File: src/rtl/snfd_pkg.sv
// Package for the sorted nearest/farthest distance block.
// Holds capacity and width constants, the input/output word types and the command type.
// No dependencies.
package snfd_pkg;

  localparam int unsigned MaxPoints = 64;
  localparam int unsigned CoordBits = 32;

  typedef struct packed {
    logic signed [CoordBits-1:0] coordinate;
    logic                        last_point;
  } in_word_t;

  typedef struct packed {
    logic signed [CoordBits-1:0] point_value;
    logic [CoordBits-1:0]        nearest_distance;
    logic [CoordBits-1:0]        farthest_distance;
    logic                        truncated;
    logic                        last_result;
  } out_word_t;

  // Commands from the controller to the datapath.
  typedef struct packed {
    logic clear;    // empty the chain
    logic insert;   // insert the input key into the chain
    logic shift;    // shift the chain down by one (emit step)
  } dp_cmd_t;

endpackage

File: src/rtl/snfd_ctrl.sv
// Controller: load phase, then emit phase into the top level's registered output word, then a clear state.
// Depends on snfd_pkg.
module snfd_ctrl (
  input  logic              clk_i,
  input  logic              rst_ni,
  input  logic              in_valid_i,
  output logic              in_ready_o,
  input  logic              last_i,
  input  logic              out_busy_i,
  input  logic              full_i,
  input  logic              one_left_i,
  output snfd_pkg::dp_cmd_t cmd_o,
  output logic              emit_o,
  output logic              trunc_o
);

  typedef enum logic [1:0] {ST_LOAD, ST_EMIT, ST_CLEAR} state_e;
  state_e state_q;
  logic   ovf_q;

  assign in_ready_o = (state_q == ST_LOAD);
  assign emit_o     = (state_q == ST_EMIT) && !out_busy_i;
  assign trunc_o    = ovf_q;

  // Decode commands.
  always_comb begin
    cmd_o = '0;
    unique case (state_q)
      ST_LOAD:  cmd_o.insert = in_valid_i && !full_i;
      ST_EMIT:  cmd_o.shift  = emit_o;
      ST_CLEAR: cmd_o.clear  = 1'b1;
      default:  cmd_o        = '0;
    endcase
  end

  // Advance state.
  always_ff @(posedge clk_i or negedge rst_ni) begin
    if (!rst_ni) begin
      state_q <= ST_LOAD;
      ovf_q   <= 1'b0;
    end else begin
      unique case (state_q)
        ST_LOAD: begin
          if (in_valid_i) begin
            if (full_i) ovf_q <= 1'b1;
            if (last_i) state_q <= ST_EMIT;
          end
        end
        ST_EMIT: begin
          if (emit_o && one_left_i) state_q <= ST_CLEAR;
        end
        ST_CLEAR: begin
          ovf_q   <= 1'b0;
          state_q <= ST_LOAD;
        end
        default: state_q <= ST_LOAD;
      endcase
    end
  end

endmodule

File: config.mk
export PLATFORM = sky130hd
export DESIGN_NAME = snfd_ctrl
export DESIGN_NICKNAME = d
export VERILOG_FILES = /design/src/rtl/snfd_pkg.sv /design/src/rtl/snfd_ctrl.sv
export SDC_FILE = /design/constraint.sdc
export NUM_CORES = 1
export LEC_CHECK = 0
export BUFFER_PORTS_ARGS = -buffer_cell sky130_fd_sc_hd__buf_2
export CAP_MARGIN = 25
export CORE_AREA = 4 4 41 43
export CTS_BUF_LIST = sky130_fd_sc_hd__clkbuf_4 sky130_fd_sc_hd__clkbuf_8 sky130_fd_sc_hd__clkbuf_16
export DETAILED_ROUTE_END_ITERATION = 10
export DIE_AREA = 0 0 45 47
export GPL_TIMING_DRIVEN = 1
export PLACE_DENSITY_LB_ADDON = 0.12
export SETUP_SLACK_MARGIN = 0.15
export SLEW_MARGIN = 20
export SYNTH_ARGS = -nofsm -noshare
export SYNTH_HDL_FRONTEND = slang
export SYNTH_SLANG_ARGS = --single-unit
File: constraint.sdc
create_clock -name clk_i -period 1.25 [get_ports clk_i]
set_clock_uncertainty 0.15 [all_clocks]
set_input_delay 0.0625 -clock clk_i [delete_from_list [all_inputs] [get_ports clk_i]]
set_output_delay 0.0625 -clock clk_i [all_outputs]
set_load 0.02 [all_outputs]
Yosys cells after proc, flatten, opt, wreduce, memory -nomap -nowiden
Cells that the tools add are included.

Mux-type cells: 10. Reduce and logical (&&, ||, !) cells: 9. Equality and inequality tests: 6.

Operator list (count): $mux W2 (3); $ne A2 B1 Y1 const B (3); $reduce_and A3 Y1 (2); $mux W1 (5); $pmux W2 S2 (1); $logic_and A1 B1 Y1 (3); $eq A2 B1 Y1 const B (1); $eq A2 B2 Y1 const B (1); $logic_not A1 Y1 (2); $logic_not A2 Y1 (1); $ne A2 B2 Y1 const B (1); $pmux W1 S2 (1); $reduce_bool A2 Y1 (1).

Word-level logic and storage cells: 27. Bits of input ports: 7. Bits in registers: 3.

Logic depth before layout (Yosys ltp)
Depth after elaboration: 5. Depth in mapped cells: 3. Mapped depth without buffers: 2.

Worst setup path before layout
OpenSTA, ideal clock, no wires.

Path type: register to output. Start point: register state_q[0]. End point: output cmd_o[1] (netlist bit). Data required time: 1.038 ns. Stages on the path, launching flop included: 2. Buffers on the path: 0. Arrival time: 1.167 ns. Setup slack: -0.130 ns. Path through: dfrtp_1 > nor4b_1.

RTL lines: from (decl) (line snfd_ctrl.sv:18) `state_e state_q;`; from (signal assigned) (line snfd_ctrl.sv:39) `state_q <= ST_LOAD;`; from (signal assigned) (line snfd_ctrl.sv:46) `if (last_i) state_q <= ST_EMIT;`; from (signal assigned) (line snfd_ctrl.sv:50) `if (emit_o && one_left_i) state_q <= ST_CLEAR;`; to (decl) (line snfd_ctrl.sv:12) `output snfd_pkg::dp_cmd_t cmd_o,`.

==> metrics.csv <==
metric;value;unit
R2R Path Start;state_q[0]$_DFFE_PN0P_;
Startpoint Class;flop;
global placer's final weighted congestion;0.628;
first-pass iteration count of the detailed router;1;
initial antenna violation count;0;
outcome;complete, but fails checks;
overflow left after global routing;0;
core area;0.00130;mm2
Flop pwr share;26.4;%
WP data required;1.04;ns
Setup TNS Final;-0.0688;ns
Crit. End Element;output port;
# port buffers;12;
number of routed nets with antenna violations;0;
average wire per standard cell;8.65;um
CTS sink cnt;3;
CP startpoint;state_q[0]$_DFFE_PN0P_;
CP max-delay cell;dfrtp_2;
Worst Path Class, Setup;flop to output port;
first-pass GRT wire length;772;um
fin nets;44;
switching pwr;0.176;mW
pin count of the biggest net entering global routing;6;
slack of the critical path;-0.0289;ns
syn nets;23;
Bufs and invs on worst path;1;
crit-path cells;nor4b_2, buf_4;
DIE HEIGHT;47;um
Clock Latency Late Sink;0.23;ns
Mean Syn Cell Area;9.70;um2
Cells after Synth;16;
final hold violation count;0;
violated checks;negative setup slack;
Die ar.;0.00212;mm2
sequential area share after synthesis;48.4;%
final setup vio count;3;
internal cell power;0.365;mW
Tmin final;1.28;ns
Worst-Margin Slew;0.182;ns
pwr dens;1600;mW/mm2
max incr delay on CP;0.42;ns
Syn. warnings;0;
first-iteration detailed-routing DRC count;0;
area grow syn2layout;119;%
reg2reg path depth;3;
critical path depth;2;
Hold Path Class;primary input to asynchronous set/reset pin;
Combinational Power Share;38.9;%
fin. max-slew vios;0;
fmax;782;MHz
Mapped Area;155;um2
Vias;185;
vias in the first global route;210;
Worst VDD drop;0.414;mV
Leakage;0.161;nW
# DRC;0;
delay-heaviest family, CP;flip-flops;
Num CTS Buffers;3;
share of layout cells above drive strength 1;58.3;%
CTS tree;yes;
Top Ports;13;
Worst EP arrival;1.07;ns
gr usage total;5.30;%
RSZ-0062 raised after global routing;true;
reg2reg setup slack;0.27;ns
Slew Limit Headroom;87.8;%
post-layout util;26.1;%
Yosys reg bits;3;
initial core utilization;11.9;%
worst r2r dst;state_q[0]$_DFFE_PN0P_;
Root Buffer;clkbuf_4;
post-synthesis cell type count;11;
crit path max fanout;5;
Clk pwr share;34.7;%
number of max-cap violations;0;
HPWL Detailed;336;um
clock buffer depth;2;
Worst Setup EP;cmd_o[1];
Die W;45;um
fin crit share;102;%
DRT Wirelength;441;um
vias per std cell;3.63;
H-Tree Depth;1;
Core Rows;13;
diode count;0;
switching part of the total power;32.6;%
Reg clk slew, reported paths;0.03;ns
-- power by group through the flow --
stage               clock network (mW)  registers, mW  logic [mW]
global placement                     0          0.144       0.162
detailed placement                   0          0.143       0.162
finish                           0.188          0.143       0.210
global route                     0.208          0.148       0.228
floorplan                            0          0.157      0.0949
CTS                              0.199          0.143       0.210
-- area by class of cell --
cell class | count | area (um2)
tap | 15 | 18.8
clock buffer | 4 | 30.0
fill | 159 | 962
multi-input combinational | 11 | 90.1
inverter | 1 | 3.75
timing repair buffer | 17 | 120
sequential | 3 | 76.3
-- per-stage QoR --
| step | hold slack [ns] | setup WS, ns | power, mW | std cells | cell area (um2) |
|---|---|---|---|---|---|
| 2_1_floorplan | -0.383 | 0.121 | 0.252 | 16 | 169 |
| 5_1_grt | 0.0208 | -0.0891 | 0.584 | 51 | 339 |
| 3_5_place_dp | -0.289 | 0.158 | 0.305 | 42 | 240 |
| 3_3_place_gp | -0.290 | 0.160 | 0.306 | 42 | 240 |
| 6_report | 0.0106 | -0.0289 | 0.541 | 51 | 339 |
| 4_1_cts | 0.00434 | -0.0446 | 0.552 | 51 | 337 |
-- routing by layer --
metal,wire (um),global-route usage [%],vias to the layer above
met4,0,3.51,0
met2,217,8.19,7
li1,-,-,93
met5,0,0,-
met3,45,3.83,0
met1,179,5.02,85
-- cells by family (layout without fill, tap and decap cells) --
kind of cell	after synthesis	count (layout)	share of synthesized area, %
DFF	3	3	48.4
AOI/OAI and AO/OA	2	2	8.87
and+or+nand+nor	9	9	35.5
buffers and inverters	2	22	7.26
-- cell usage in the layout, fill, tap and decap left out, types with 2 or more instances in the layout --
master         count
buf_4              6
clkbuf_4           4
nor2b_1            3
dlygate4sd3_1      4
buf_2              7
dfrtp_1            2
-- sequential cells by signal, indices dropped and copies added (netlist names) --
register,cells
state_q,2
trunc_o,1
-- synthesized netlist by cell type --
master     count  area [um2]
nor2b_1        3        18.8
nor2_1         2        7.51
buf_4          1        7.51
inv_1          1        3.75
o2bb2ai_1      1        8.76
a21oi_1        1        5.00
nand2b_1       1        6.26
nor4b_1        1        8.76
nand3b_1       1        7.51
dfrtp_1        3        75.1
and2_1         1        6.26
-- worst min path at each step --
stage                             endpoint  slack [ns]  cells after the start
floorplan           state_q[0]$_DFFE_PN0P_       -0.38                      0
global placement       trunc_o$_DFFE_PN0P_       -0.29                      1
detailed placement     trunc_o$_DFFE_PN0P_       -0.29                      1
CTS                    trunc_o$_DFFE_PN0P_       0.004                      2
global route        state_q[1]$_DFFE_PN0P_        0.02                      3
finish              state_q[1]$_DFFE_PN0P_        0.01                      2
-- what timing repair did --
| item | CTS | global route |
|---|---|---|
| hold endpoints to repair | 5 | 0 |
| pin swaps | 1 | 0 |
| hold buffers | 4 | 0 |
| buffers inserted | 1 | 0 |
| resized for setup | 6 | 1 |
| cloned | 0 | 0 |
| endpoints found under the setup margin | 5 | 5 |
Note: power is estimated with default switching activity, not from simulation.
